--- config.mk ---
export PLATFORM = sky130hd
export DESIGN_NAME = tick_pwm_encoder_key_scanner_core
export DESIGN_NICKNAME = d
export VERILOG_FILES = /design/src/tpek_pkg.sv /design/src/tpek_timebase.sv /design/src/tpek_pwm.sv /design/src/tpek_dial_keys.sv /design/src/tick_pwm_encoder_key_scanner_core.sv
export SDC_FILE = /design/constraint.sdc
export NUM_CORES = 1
export LEC_CHECK = 0
export BUFFER_PORTS_ARGS = -buffer_cell sky130_fd_sc_hd__buf_2
export CAP_MARGIN = 30
export CORE_AREA = 3 3 155 157
export DETAILED_ROUTE_END_ITERATION = 10
export DIE_AREA = 0 0 158 160
export PLACE_DENSITY = 0.76
export RECOVER_POWER = 100
export SYNTH_ARGS = -nofsm -noshare
export SYNTH_HDL_FRONTEND = slang
export SYNTH_SLANG_ARGS = --single-unit
--- constraint.sdc ---
create_clock -name clk_i -period 5.2 [get_ports clk_i]
set_input_delay 0.78 -clock clk_i [delete_from_list [all_inputs] [get_ports clk_i]]
set_output_delay 0.78 -clock clk_i [all_outputs]
set_load 0.02 [all_outputs]
--- src/tpek_pkg.sv ---
// Shared types and constants of the tick PWM encoder key scanner.
package tpek_pkg;

  localparam int unsigned NUM_LEDS   = 3;
  localparam int unsigned NUM_TIMERS = 3;
  localparam int unsigned NUM_KEYS   = 3;
  localparam int unsigned LEVEL_W    = 8;
  localparam int unsigned VALUE_W    = 16;

  // Request command codes.
  typedef enum logic [1:0] {
    CMD_TICK        = 2'd0,
    CMD_LOAD_TIMER  = 2'd1,
    CMD_CLEAR_FLAGS = 2'd2,
    CMD_SET_DIAL    = 2'd3
  } cmd_e;

  // Configuration register indexes.
  typedef enum logic [1:0] {
    CFG_RED   = 2'd0,
    CFG_GREEN = 2'd1,
    CFG_BLUE  = 2'd2,
    CFG_NONE  = 2'd3
  } cfg_idx_e;

  // One request item.
  typedef struct packed {
    cmd_e                      command;
    logic                      enc_phase_a;
    logic                      enc_phase_b;
    logic                      key_one_pin;
    logic                      key_two_pin;
    logic                      key_dial_pin;
    logic [1:0]                timer_select;
    logic signed [VALUE_W-1:0] write_value;
    logic [2:0]                flag_clear_mask;
  } req_t;

  // One result item.
  typedef struct packed {
    logic                      led_red_on;
    logic                      led_green_on;
    logic                      led_blue_on;
    logic signed [VALUE_W-1:0] dial_count;
    logic signed [VALUE_W-1:0] timer_zero;
    logic signed [VALUE_W-1:0] timer_one;
    logic signed [VALUE_W-1:0] timer_two;
    logic                      key_one_flag;
    logic                      key_two_flag;
    logic                      key_dial_flag;
  } res_t;

  // Strobes from the time base for the request being processed.
  typedef struct packed {
    logic tick;
    logic ms;
    logic scan;
  } strb_t;

  // Dial, timer and flag state after the request.
  typedef struct packed {
    logic signed [VALUE_W-1:0] dial;
    logic signed [VALUE_W-1:0] timer0;
    logic signed [VALUE_W-1:0] timer1;
    logic signed [VALUE_W-1:0] timer2;
    logic [NUM_KEYS-1:0]       flags;
  } dk_state_t;

endpackage

--- src/tpek_timebase.sv ---
// Tick counter and millisecond phase that produce the encoder and scan strobes.
module tpek_timebase import tpek_pkg::*; #(
  parameter int unsigned TICKS_PER_MS   = 10,
  parameter int unsigned TICKS_PER_SCAN = 100
) (
  input  logic  clk_i,
  input  logic  rst_ni,
  input  logic  tick_i,
  output strb_t strb_o
);

  localparam int unsigned TcW = $clog2(TICKS_PER_SCAN + 1);
  localparam int unsigned PhW = $clog2(TICKS_PER_MS + 1);

  logic [TcW-1:0] tick_q, tick_d, tick_base;
  logic [PhW-1:0] phase_q, phase_d, phase_base;
  logic           scan;

  // The phase tracks the tick count modulo the millisecond length.
  always_comb begin
    scan       = (tick_q >= TcW'(TICKS_PER_SCAN));
    tick_base  = scan ? '0 : tick_q;
    phase_base = scan ? '0 : phase_q;
    tick_d     = tick_base + TcW'(1);
    if (phase_base == PhW'(TICKS_PER_MS - 1)) begin
      phase_d = '0;
    end else begin
      phase_d = phase_base + PhW'(1);
    end
  end

  assign strb_o.tick = tick_i;
  assign strb_o.ms   = tick_i && (phase_q == '0);
  assign strb_o.scan = tick_i && scan;

  // Counters advance on ticks only.
  always_ff @(posedge clk_i or negedge rst_ni) begin
    if (!rst_ni) begin
      tick_q  <= '0;
      phase_q <= '0;
    end else if (tick_i) begin
      tick_q  <= tick_d;
      phase_q <= phase_d;
    end
  end

endmodule

--- src/tpek_pwm.sv ---
// PWM ramp and the three LED compare outputs.
module tpek_pwm import tpek_pkg::*; (
  input  logic                clk_i,
  input  logic                rst_ni,
  input  logic                tick_i,
  input  logic [LEVEL_W-1:0]  red_level_i,
  input  logic [LEVEL_W-1:0]  green_level_i,
  input  logic [LEVEL_W-1:0]  blue_level_i,
  output logic [NUM_LEDS-1:0] led_d_o
);

  logic [LEVEL_W-1:0]  ramp_q, ramp_d;
  logic [NUM_LEDS-1:0] led_q;

  // On a tick the ramp steps and each LED compares against the new ramp.
  always_comb begin
    ramp_d  = ramp_q + LEVEL_W'(1);
    led_d_o = led_q;
    if (tick_i) begin
      led_d_o = {blue_level_i > ramp_d, green_level_i > ramp_d, red_level_i > ramp_d};
    end
  end

  always_ff @(posedge clk_i or negedge rst_ni) begin
    if (!rst_ni) begin
      ramp_q <= '0;
      led_q  <= '0;
    end else if (tick_i) begin
      ramp_q <= ramp_d;
      led_q  <= led_d_o;
    end
  end

endmodule

--- src/tpek_dial_keys.sv ---
// Encoder dial count, countdown timers and sticky key press flags.
module tpek_dial_keys import tpek_pkg::*; (
  input  logic      clk_i,
  input  logic      rst_ni,
  input  logic      en_i,
  input  req_t      req_i,
  input  strb_t     strb_i,
  output dk_state_t st_d_o
);

  logic signed [VALUE_W-1:0] dial_q, dial_d;
  logic signed [VALUE_W-1:0] timer_q [NUM_TIMERS];
  logic signed [VALUE_W-1:0] timer_d [NUM_TIMERS];
  logic [NUM_KEYS-1:0]       flags_q, flags_d;
  logic [NUM_KEYS-1:0]       keys_q, keys_d, key_now;
  logic                      enc_q, enc_d, enc_now;

  assign enc_now = !req_i.enc_phase_b;
  assign key_now = ~{req_i.key_dial_pin, req_i.key_two_pin, req_i.key_one_pin};

  // Next state for the request in flight.
  always_comb begin
    dial_d  = dial_q;
    flags_d = flags_q;
    keys_d  = keys_q;
    enc_d   = enc_q;
    for (int i = 0; i < NUM_TIMERS; i++) begin
      timer_d[i] = timer_q[i];
    end

    // Encoder edge moves the dial; timers above zero count down.
    if (strb_i.ms) begin
      if (enc_now != enc_q) begin
        if (enc_now == req_i.enc_phase_a) begin
          dial_d = dial_q + VALUE_W'(1);
        end else begin
          dial_d = dial_q - VALUE_W'(1);
        end
      end
      enc_d = enc_now;
      for (int i = 0; i < NUM_TIMERS; i++) begin
        if (timer_q[i] > 0) begin
          timer_d[i] = timer_q[i] - VALUE_W'(1);
        end
      end
    end

    // Key scan sets a flag on each press edge.
    if (strb_i.scan) begin
      flags_d = flags_q | (key_now & ~keys_q);
      keys_d  = key_now;
    end

    // Software accesses.
    if (!strb_i.tick) begin
      case (req_i.command)
        CMD_LOAD_TIMER: begin
          if (req_i.timer_select < 2'(NUM_TIMERS)) begin
            timer_d[req_i.timer_select] = req_i.write_value;
          end
        end
        CMD_CLEAR_FLAGS: flags_d = flags_q & ~req_i.flag_clear_mask;
        CMD_SET_DIAL:    dial_d  = req_i.write_value;
        default: ;
      endcase
    end
  end

  assign st_d_o.dial   = dial_d;
  assign st_d_o.timer0 = timer_d[0];
  assign st_d_o.timer1 = timer_d[1];
  assign st_d_o.timer2 = timer_d[2];
  assign st_d_o.flags  = flags_d;

  always_ff @(posedge clk_i or negedge rst_ni) begin
    if (!rst_ni) begin
      dial_q  <= '0;
      flags_q <= '0;
      keys_q  <= '0;
      enc_q   <= 1'b0;
      for (int i = 0; i < NUM_TIMERS; i++) begin
        timer_q[i] <= '0;
      end
    end else if (en_i) begin
      dial_q  <= dial_d;
      flags_q <= flags_d;
      keys_q  <= keys_d;
      enc_q   <= enc_d;
      for (int i = 0; i < NUM_TIMERS; i++) begin
        timer_q[i] <= timer_d[i];
      end
    end
  end

endmodule

--- src/tick_pwm_encoder_key_scanner_core.sv ---
// Flow: an accepted request is held in the request register and moves into the result
// register when the result register is free or emptying.
// Throughput: one request per cycle unless the output stalls; the state update of each
// request is combinational logic between the request and result registers.
// Reset: asynchronous, active low; clears the counters, ramp, LEDs, dial, timers,
// key history, flags and LED level registers. No clearing pass is needed.
module tick_pwm_encoder_key_scanner_core import tpek_pkg::*; #(
  parameter int unsigned TICKS_PER_MS   = 10,
  parameter int unsigned TICKS_PER_SCAN = 100
) (
  input  logic               clk_i,
  input  logic               rst_ni,
  input  logic               in_valid_i,
  output logic               in_stall_o,
  input  req_t               in_req_i,
  output logic               out_valid_o,
  input  logic               out_stall_i,
  output res_t               out_res_o,
  input  logic               cfg_we_i,
  input  logic [1:0]         cfg_idx_i,
  input  logic [LEVEL_W-1:0] cfg_wdata_i
);

  logic [LEVEL_W-1:0]  red_q, green_q, blue_q;
  logic                in_vld_q, out_vld_q;
  req_t                in_req_q;
  res_t                out_res_q, res_d;
  logic                adv, tick;
  strb_t               strb;
  logic [NUM_LEDS-1:0] led_d;
  dk_state_t           dk_d;

  // The request register moves on whenever the result register is free or emptying.
  assign adv        = in_vld_q && (!out_vld_q || !out_stall_i);
  assign in_stall_o = in_vld_q && !adv;
  assign tick       = adv && (in_req_q.command == CMD_TICK);

  // Configuration registers.
  always_ff @(posedge clk_i or negedge rst_ni) begin
    if (!rst_ni) begin
      red_q   <= '0;
      green_q <= '0;
      blue_q  <= '0;
    end else if (cfg_we_i) begin
      unique case (cfg_idx_e'(cfg_idx_i))
        CFG_RED:   red_q   <= cfg_wdata_i;
        CFG_GREEN: green_q <= cfg_wdata_i;
        CFG_BLUE:  blue_q  <= cfg_wdata_i;
        default: ;
      endcase
    end
  end

  tpek_timebase #(
    .TICKS_PER_MS  (TICKS_PER_MS),
    .TICKS_PER_SCAN(TICKS_PER_SCAN)
  ) u_timebase (
    .clk_i (clk_i),
    .rst_ni(rst_ni),
    .tick_i(tick),
    .strb_o(strb)
  );

  tpek_pwm u_pwm (
    .clk_i        (clk_i),
    .rst_ni       (rst_ni),
    .tick_i       (tick),
    .red_level_i  (red_q),
    .green_level_i(green_q),
    .blue_level_i (blue_q),
    .led_d_o      (led_d)
  );

  tpek_dial_keys u_dial_keys (
    .clk_i (clk_i),
    .rst_ni(rst_ni),
    .en_i  (adv),
    .req_i (in_req_q),
    .strb_i(strb),
    .st_d_o(dk_d)
  );

  // Result assembled from the post-request state.
  always_comb begin
    res_d.led_red_on    = led_d[0];
    res_d.led_green_on  = led_d[1];
    res_d.led_blue_on   = led_d[2];
    res_d.dial_count    = dk_d.dial;
    res_d.timer_zero    = dk_d.timer0;
    res_d.timer_one     = dk_d.timer1;
    res_d.timer_two     = dk_d.timer2;
    res_d.key_one_flag  = dk_d.flags[0];
    res_d.key_two_flag  = dk_d.flags[1];
    res_d.key_dial_flag = dk_d.flags[2];
  end

  // Request register and result register valid bits.
  always_ff @(posedge clk_i or negedge rst_ni) begin
    if (!rst_ni) begin
      in_vld_q  <= 1'b0;
      out_vld_q <= 1'b0;
    end else begin
      if (in_valid_i && !in_stall_o) begin
        in_vld_q <= 1'b1;
      end else if (adv) begin
        in_vld_q <= 1'b0;
      end
      if (adv) begin
        out_vld_q <= 1'b1;
      end else if (!out_stall_i) begin
        out_vld_q <= 1'b0;
      end
    end
  end

  // Payload registers.
  always_ff @(posedge clk_i) begin
    if (in_valid_i && !in_stall_o) begin
      in_req_q <= in_req_i;
    end
    if (adv) begin
      out_res_q <= res_d;
    end
  end

  assign out_valid_o = out_vld_q;
  assign out_res_o   = out_res_q;

endmodule

==> results.cfg, run 1 <==
[setup_path]
endpoint_kind = register
reg2reg_from = out_valid_o
start_kind = register
ff2ff_setup_slack_ns = 1.39
worstPathRequired_ns = 5.46
timing.rr.end = out_res_o[27]
cp.arrival_ns = 4.08
worstPathMaxFanout = 38
path_class = reg -> reg
reg2regPathDepth = 7

[synth]
synthFlopType = dfrtp_1
synth_fp_nets = 1149
synth_area_leaders = dfrtp_1 (26%), edfxtp_1 (26%), ha_1 (5.0%)
synth_cells = 1060
syn_area_sq_um = 11310
avgSynthCellArea_sq_um = 10.67
seq_area_frac_synth = 0.5236
yosysWarnings = 0
ys_ff_latch = 217
synth_edf_count = 98
async_flop_share = 0.5484
synth.distinct_cells = 78
synth_top_area_frac = 0.2634
yosys.area.top_type = dfrtp_1

[timing]
slew_violations = 73
fmax_mhz = 262.2
holdWs_ns = 0.4338
fin_crit_sh = 0.7335
setup_viol = 0
slew_headroom = -0.7532
finalHoldViolCount = 0
rsz0062_at_grt = false
clock_skew_ns = 0.01232
worst_pin_slew_ns = 2.630
setup_tns_ns = 0
post-route-min-period_ns = 3.814

[floorplan]
rows = 55
core_sq_um = 22640
die_x_microns = 158
initial_core_util = 0.4994
dieArea_sq_um = 25280
dieHeight_microns = 160
ioPinCount = 115

[routing]
vias = 8863
firstDrtPassIters = 6
detail_route.iter0.violations = 616
final_antenna_net_count = 0
wl_per_cell_microns = 18.63
viasPerCell = 6.017
drcViolationCount = 0
routed_wl_microns = 27450

[status]
violations = max-capacitance violations, max-slew violations
outcome = complete, but fails checks

[place]
place.gp.congestion = 0.8798
port_buffers = 114
dp_hpwl_microns = 18690

[final_layout]
layout_common_cells = dfrtp_1 (119), nor2_1 (117), edfxtp_1 (98)
diodes = 0
ff_latch_area_sq_um = 5921
fin_nets = 1259
final_common_cell = dfrtp_1
syn2layout_area_growth_pct = 12.43
multi_input_area_sq_um = 4991
final_layout_size_suffix_gt1_frac = 0.09512
fillers = 1953

[power_and_ir_drop]
sw_frac_of_total = 0.3215
leakage_uw = 0.004925
ir_worst_vdd_v = 0.0003148
sequentialPowerShare = 0.438
clockPowerShare = 0.302
power_switching_uw = 1755
power.share.combinational = 0.260
cellPowerDensity_nw_per_um2 = 429.6
p_int_uw = 3705

[worst_hold_path]
hold_end = in_req_q[17]
worstHoldStart = in_req_i[17]
whs_path_depth = 1
hold_class = in -> reg

[cts]
cts_hold_buf = 0
clk_latency_ns = 0.52
cts_setup_buffers = 0
cts_resized = 0
clock-sinks = 217
clk_pin_slew_worst_paths_ns = 0.06
clk_path_buf_depth = 3
cts-root-buf = clkbuf_16
cts_buffers = 24
cts-htree-levels = 1
cts_tree = yes

[global_route]
gr-total-overflow = 0
grt_start_max_net_pins = 81
grt_usage = 0.2166
grt_pass1_wl_microns = 44070
grt_antenna_before_repair = 1
grt_pass1_vias = 8342

[flow_run]
drv_cap = 2
how the worst max path moves through the flow:
stage,from,end,cells past startpoint
after global routing,out_valid_o,out_res_o[23],7
after CTS,u_timebase.phase_q[0],out_res_o[64],5
final,out_valid_o,out_res_o[27],7
after global placement,out_stall_i,out_res_o[66],6
after detailed placement,out_stall_i,out_res_o[66],6
after floorplan,out_stall_i,out_res_o[0],5
Yosys cell counts, types with 8 or more instances:
master / n
nor3_1: 29
o21a_1: 19
dfrtp_1: 119
and3_1: 8
a31oi_1: 16
inv_1: 32
nand4_1: 10
xnor2_1: 37
o22ai_1: 12
xor2_1: 19
ha_1: 45
nand2_1: 79
o211ai_1: 11
o21ai_0: 53
o22a_1: 13
mux2_2: 32
nand3_1: 10
a211oi_1: 13
a21oi_1: 89
clkbuf_1: 36
edfxtp_1: 98
or3_1: 13
nor2_1: 116
worst max-delay path, cell delays in order, from the launching register on:
cell and delay [ns]:
dfrtp_1 0.41, a21bo_1 0.68, clkbuf_1 0.54, nor4_1 0.91
nand2_1 0.16, nor4_1 0.57, xnor2_1 0.19, a21oi_1 0.08
registers in the layout (all words and copies together), names as in the netlist, 4 cells and up:
| register | count |
|---|---|
| out_res_o | 70 |
| u_dial_keys.timer_q | 48 |
| in_req_q | 28 |
| u_dial_keys.dial_q | 16 |
| blue_q | 8 |
| green_q | 8 |
| red_q | 8 |
| u_pwm.ramp_q | 8 |
| u_timebase.tick_q | 7 |
| u_timebase.phase_q | 4 |
layout make-up:
cell class	instances	area share
Clock buffer	31	0.05098
Multi-Input combinational cell	768	0.3926
Timing Repair Buffer	126	0.04360
Sequential cell	217	0.4657
Clock inverter	13	0.009055
Tap cell	285	0.02805
Inverter	33	0.009941
through the flow:
stage | worst slack, ns | total power [uW] | cells | utilization | instance area [sq um]
floorplan | 0.9585 | 3444 | 1060 | - | 11310
global placement | 1.853 | 3789 | 1428 | 0.5371 | 12160
detailed placement | 1.803 | 3847 | 1429 | 0.5377 | 12170
CTS | 2.202 | 5523 | 1473 | 0.5714 | 12940
global route | 1.117 | 5801 | 1473 | 0.5615 | 12710
finish | 1.386 | 5461 | 1473 | 0.5615 | 12710
logic make-up (layout without fill, tap and decap cells):
kind of cell,count (synthesis),count (layout),share of synthesized area
and+or+nand+nor,325,325,0.1423
adders and majority gates,46,46,0.05157
buffers and inverters,75,203,0.02645
xor gates and xnor gates,56,56,0.04338
muxes,35,35,0.03453
AOI/OAI and AO/OA,306,306,0.1782
DFF,217,217,0.5236
layer usage:
metal / wire, microns / global-route usage / vias up
met3: 2224 / 0.03957 / 50
met2: 12540 / 0.3370 / 330
met4: 641 / 0.06101 / 2
met5: 12 / 0 / -
met1: 12030 / 0.3126 / 4289
li1: - / - / 4192
power by group through the flow:
| stage | clock, uW | sequential, uW | combinational [uW] |
|---|---|---|---|
| global route | 1760 | 2430 | 1620 |
| global placement | 0 | 2400 | 1390 |
| finish | 1650 | 2390 | 1420 |
| detailed placement | 0 | 2410 | 1440 |
| floorplan | 0 | 2430 | 1010 |
| CTS | 1680 | 2380 | 1460 |
(Power assumes the default switching activity.)
==> inputs of run 2 (changes only) <==
Settings changed: PLACE_DENSITY 0.76 to 0.78.
Clock period 5.2 ns to 3.18 ns, I/O delays scaled along.
==> results.cfg, run 2 (same netlist as run 1, synthesis figures left out) <==
[status]
outcome = complete, but fails checks
violations = max-capacitance violations, max-slew violations

[cts]
cts_resized = 0
clk_pin_slew_worst_paths_ns = 0.06
cts-htree-levels = 1
cts_buffers = 24
clock-sinks = 217
clk_latency_ns = 0.52
clk_path_buf_depth = 3
cts-root-buf = clkbuf_16
cts_tree = yes

[floorplan]
dieArea_sq_um = 25280
die_x_microns = 158
core_sq_um = 22640
initial_core_util = 0.4994
rows = 55
ioPinCount = 115
dieHeight_microns = 160

[timing]
setup_viol = 0
finalHoldViolCount = 0
setup_tns_ns = 0
worst_pin_slew_ns = 1.747
fmax_mhz = 337.3
layout_setup_ws_ns = 0.2151
slew_violations = 29
clock_skew_ns = 0.01429
slew_headroom = -0.1648
fin_crit_sh = 0.9324
post-route-min-period_ns = 2.965
rsz0062_at_grt = false

[routing]
final_antenna_net_count = 0
routed_wl_microns = 27960
wl_per_cell_microns = 18.91
drcViolationCount = 0
detail_route.iter0.violations = 758
viasPerCell = 6.037
firstDrtPassIters = 5
vias = 8922

[setup_path]
worstPathRequired_ns = 3.41
reg2regPathDepth = 6
max_stage_delay_ns = 0.64
crit_start = u_timebase.phase_q[0]
reg2reg_from = u_timebase.phase_q[0]
worstPathMaxFanout = 10
slowest_stage = nor2_1
crit_end = out_res_o[66]
start_kind = register
path_class = reg -> reg
timing.rr.end = out_res_o[66]
path_cells = or4_4, or3_1, nor2_1, and4_1, or3b_2, a31oi_1
ff2ff_setup_slack_ns = 0.22
endpoint_kind = register
cp.arrival_ns = 3.19

[global_route]
grt_pass1_vias = 8562
gr-total-overflow = 0
grt_antenna_before_repair = 3
grt_usage = 0.2171
grt_pass1_wl_microns = 44210
grt_start_max_net_pins = 83

[final_layout]
syn2layout_area_growth_pct = 14.09
layout_common_cells = dfrtp_1 (119), nor2_1 (117), edfxtp_1 (98)
fin_nets = 1264
diodes = 0
largest_reg_flops = 70
final_layout_size_suffix_gt1_frac = 0.1148
final_common_cell = dfrtp_1

[power_and_ir_drop]
power.share.combinational = 0.254
power_switching_uw = 2924
sequentialPowerShare = 0.422
total_power_uw = 9297
ir_worst_vdd_v = 0.0004111
sw_frac_of_total = 0.3145
leakage_uw = 0.005048
clockPowerShare = 0.324
cellPowerDensity_nw_per_um2 = 720.7
p_int_uw = 6373

[place]
port_buffers = 114
pre_cts_slack_ns = 0.4202
dp_hpwl_microns = 19530
place.gp.congestion = 0.9283

[worst_hold_path]
whs_path_depth = 1
hold_class = in -> reg

[flow_run]
drv_cap = 1
run 2: cell types whose count changed in the layout (fill, tap and decap cells not counted), sizes merged:
cell          before  now
dlygate4sd3        0    1
dlymetal6s2s       0    1
bufinv             2    5
clkinvlp           2    0
clkbuf           123  117
buf               34   45
clkinv             9    6
run 2: repair_timing:
action / CTS / global route
hold buffers: 1 / 0
setup buffers: 0 / 0
hold endpoints to repair: 37 / 0
run 2: power by group through the flow:
stage	registers (uW)	logic [uW]	clock network [uW]
2_1_floorplan	3970	1660	0
3_3_place_gp	3940	2290	0
3_5_place_dp	3950	2400	0
4_1_cts	3910	2410	3050
5_1_grt	3990	2640	3180
6_report	3920	2360	3010
run 2: layout make-up:
cell class	instances	area, sq um
clock buffer	33	685.7
inverter	33	126.4
clock inverter	11	176.4
multi-input combinational	768	5045
timing repair buffer	131	589.3
sequential	217	5921
fill	1952	9741
tap	285	356.6
run 2: worst min-delay path by stage:
stage,startpoint,slack [ns],endpoint
2_1_floorplan,rst_ni,0.18,blue_q[0]
3_3_place_gp,in_req_q[23],0.45,u_dial_keys.keys_q[0]
3_5_place_dp,in_req_q[22],0.47,u_dial_keys.keys_q[1]
4_1_cts,in_req_i[24],0.12,in_req_q[24]
5_1_grt,in_req_i[18],0.12,in_req_q[18]
6_report,in_req_i[11],0.14,in_req_q[11]
run 2: through the flow:
stage                       util  std cells  cell area, sq um  hold slack (ns)
after floorplan                -       1060             11310           0.1814
after global placement    0.5404       1433             12230           0.4490
after detailed placement  0.5404       1433             12230           0.4714
after CTS                 0.5789       1478             13110           0.1234
after global routing      0.5698       1478             12900           0.1217
final                     0.5698       1478             12900           0.1352
run 2: metal layers:
layer,track usage,part of all wire,vias to the layer above,wire length [microns]
li1,-,-,4191,-
met2,0.3469,0.46,350,12820
met3,0.03686,0.078,65,2190
met5,0,0.0013,-,36
met1,0.3036,0.43,4310,11960
met4,0.06883,0.034,6,944
run 2: worst max-delay path, delay by kind of cell (launching register included):
| family | cells | cell delay [ns] |
|---|---|---|
| and+or+nand+nor | 5 | 2.13 |
| DFF | 1 | 0.47 |
| AOI/OAI and AO/OA | 1 | 0.08 |
==> inputs of run 3 (changes only) <==
==> constraint.sdc (replaced) <==
create_clock -name clk_i -period 3.18 [get_ports clk_i]
set_input_delay 0.318 -clock clk_i [delete_from_list [all_inputs] [get_ports clk_i]]
set_output_delay 0.318 -clock clk_i [all_outputs]
set_load 0.02 [all_outputs]
==> results.cfg, run 3 (same netlist as run 1, synthesis figures left out) <==
[global_route]
grt_pass1_vias = 8524
gr-total-overflow = 0
grt_antenna_before_repair = 0
grt_usage = 0.2180
grt_start_max_net_pins = 60
grt_pass1_wl_microns = 44620

[setup_path]
path_class = reg -> reg
worstPathMaxFanout = 9
crit_family = simple AND/OR/NAND/NOR gates
slowest_stage = or4_1
path_buf_inv = 0
endpoint_kind = register
path_cells = or4_1, nor4_4, o2111ai_1, nor4_2, xnor2_1, a21oi_1
worstPathRequired_ns = 3.40
max_stage_delay_ns = 0.77
cp.arrival_ns = 3.12
start_kind = register

[routing]
vias = 8924
routed_wl_microns = 27950
wl_per_cell_microns = 18.61
firstDrtPassIters = 7
viasPerCell = 5.941
final_antenna_net_count = 0
detail_route.iter0.violations = 704
drcViolationCount = 0

[power_and_ir_drop]
ir_worst_vdd_v = 0.0004988
sequentialPowerShare = 0.428
leakage_uw = 0.005109
power.share.combinational = 0.259
total_power_uw = 9157
power_switching_uw = 2906
clockPowerShare = 0.313
cellPowerDensity_nw_per_um2 = 697.8
sw_frac_of_total = 0.3174
p_int_uw = 6251

[timing]
post-route-min-period_ns = 2.903
slew_violations = 87
slew_headroom = -0.08135
setup_viol = 0
fmax_mhz = 344.5
fin_crit_sh = 0.9128
clock_skew_ns = 0.009228
worst_pin_slew_ns = 1.622
holdWs_ns = 0.04701
rsz0062_at_grt = false
setup_tns_ns = 0
finalHoldViolCount = 0

[status]
outcome = complete, but fails checks
violations = max-capacitance violations, max-slew violations

[place]
place.gp.congestion = 0.9267
dpl_cell_area_sq_um = 12210
dp_hpwl_microns = 19110
place_inst = 1432
port_buffers = 114

[final_layout]
layout_common_cells = dfrtp_1 (119), nor2_1 (116), edfxtp_1 (98)
fillers = 1910
final_layout_size_suffix_gt1_frac = 0.1093
syn2layout_area_growth_pct = 16.06
final_cells = 1502
fin_area_sq_um = 13120
fin_nets = 1288
largest_reg_flops = 70
final_common_cell = dfrtp_1
diodes = 0

[cts]
cts-htree-levels = 1
clk_pin_slew_worst_paths_ns = 0.06
clk_latency_ns = 0.51
clk_path_buf_depth = 3
cts_buffers = 24
cts_tree = yes
cts-root-buf = clkbuf_16
clock-sinks = 217
cts_resized = 0

[floorplan]
initial_core_util = 0.4994
dieArea_sq_um = 25280
dieHeight_microns = 160
rows = 55
ioPinCount = 115
core_sq_um = 22640
die_x_microns = 158

[flow_run]
drv_cap = 2

[worst_hold_path]
hold_class = in -> reg
-- run 3: final timing paths --
path                       cells after the start                 endpoint  slack [ns]                   from
max                                            6            out_res_o[47]        0.28  u_timebase.phase_q[0]
max in group asynchronous                      3     u_timebase.tick_q[6]        0.69                 rst_ni
min                                            2              out_valid_o        0.05            out_stall_i
min reg2reg                                    1    u_dial_keys.keys_q[1]        0.47           in_req_q[22]
max reg2reg                                    6            out_res_o[47]        0.28  u_timebase.phase_q[0]
min in group asynchronous                      2  u_dial_keys.timer_q[20]        0.75                 rst_ni
-- run 3: metrics by stage --
| stage | utilization | setup WS (ns) |
|---|---|---|
| after floorplan | - | 0.006659 |
| after global placement | 0.5395 | 0.4836 |
| after detailed placement | 0.5395 | 0.4316 |
| after CTS | 0.5877 | 0.4123 |
| after global routing | 0.5796 | 0.1115 |
| final | 0.5796 | 0.2773 |
-- run 3: repair_timing --
| action | CTS | global route |
|---|---|---|
| hold endpoints to repair | 80 | 0 |
| setup buffers | 0 | 0 |
| hold buffers | 26 | 0 |
| setup endpoints to repair | 0 | 0 |
-- run 3: routing by layer --
layer,part of all wire,global-route usage,vias to the layer above
met2,0.46,0.3496,334
met4,0.032,0.06492,0
li1,-,-,4239
met5,0,0,-
met1,0.44,0.3116,4285
met3,0.070,0.02764,66
-- run 3: area by class of cell --
cell class / instances / area (sq um) / area share
sequential: 217 / 5921 / 0.4512
multi-input combinational: 768 / 5046 / 0.3845
timing repair buffer: 155 / 842.1 / 0.06417
clock buffer: 36 / 738.2 / 0.05625
tap: 285 / 356.6 / 0.02717
inverter: 33 / 126.4 / 0.009630
clock inverter: 8 / 92.59 / 0.007056
-- run 3: power groups by stage --
stage | logic [uW] | registers [uW] | clock network, uW
CTS | 2410 | 3900 | 2920
floorplan | 1660 | 3970 | 0
global route | 2680 | 3980 | 3040
finish | 2370 | 3910 | 2870
global placement | 2280 | 3930 | 0
detailed placement | 2370 | 3950 | 0
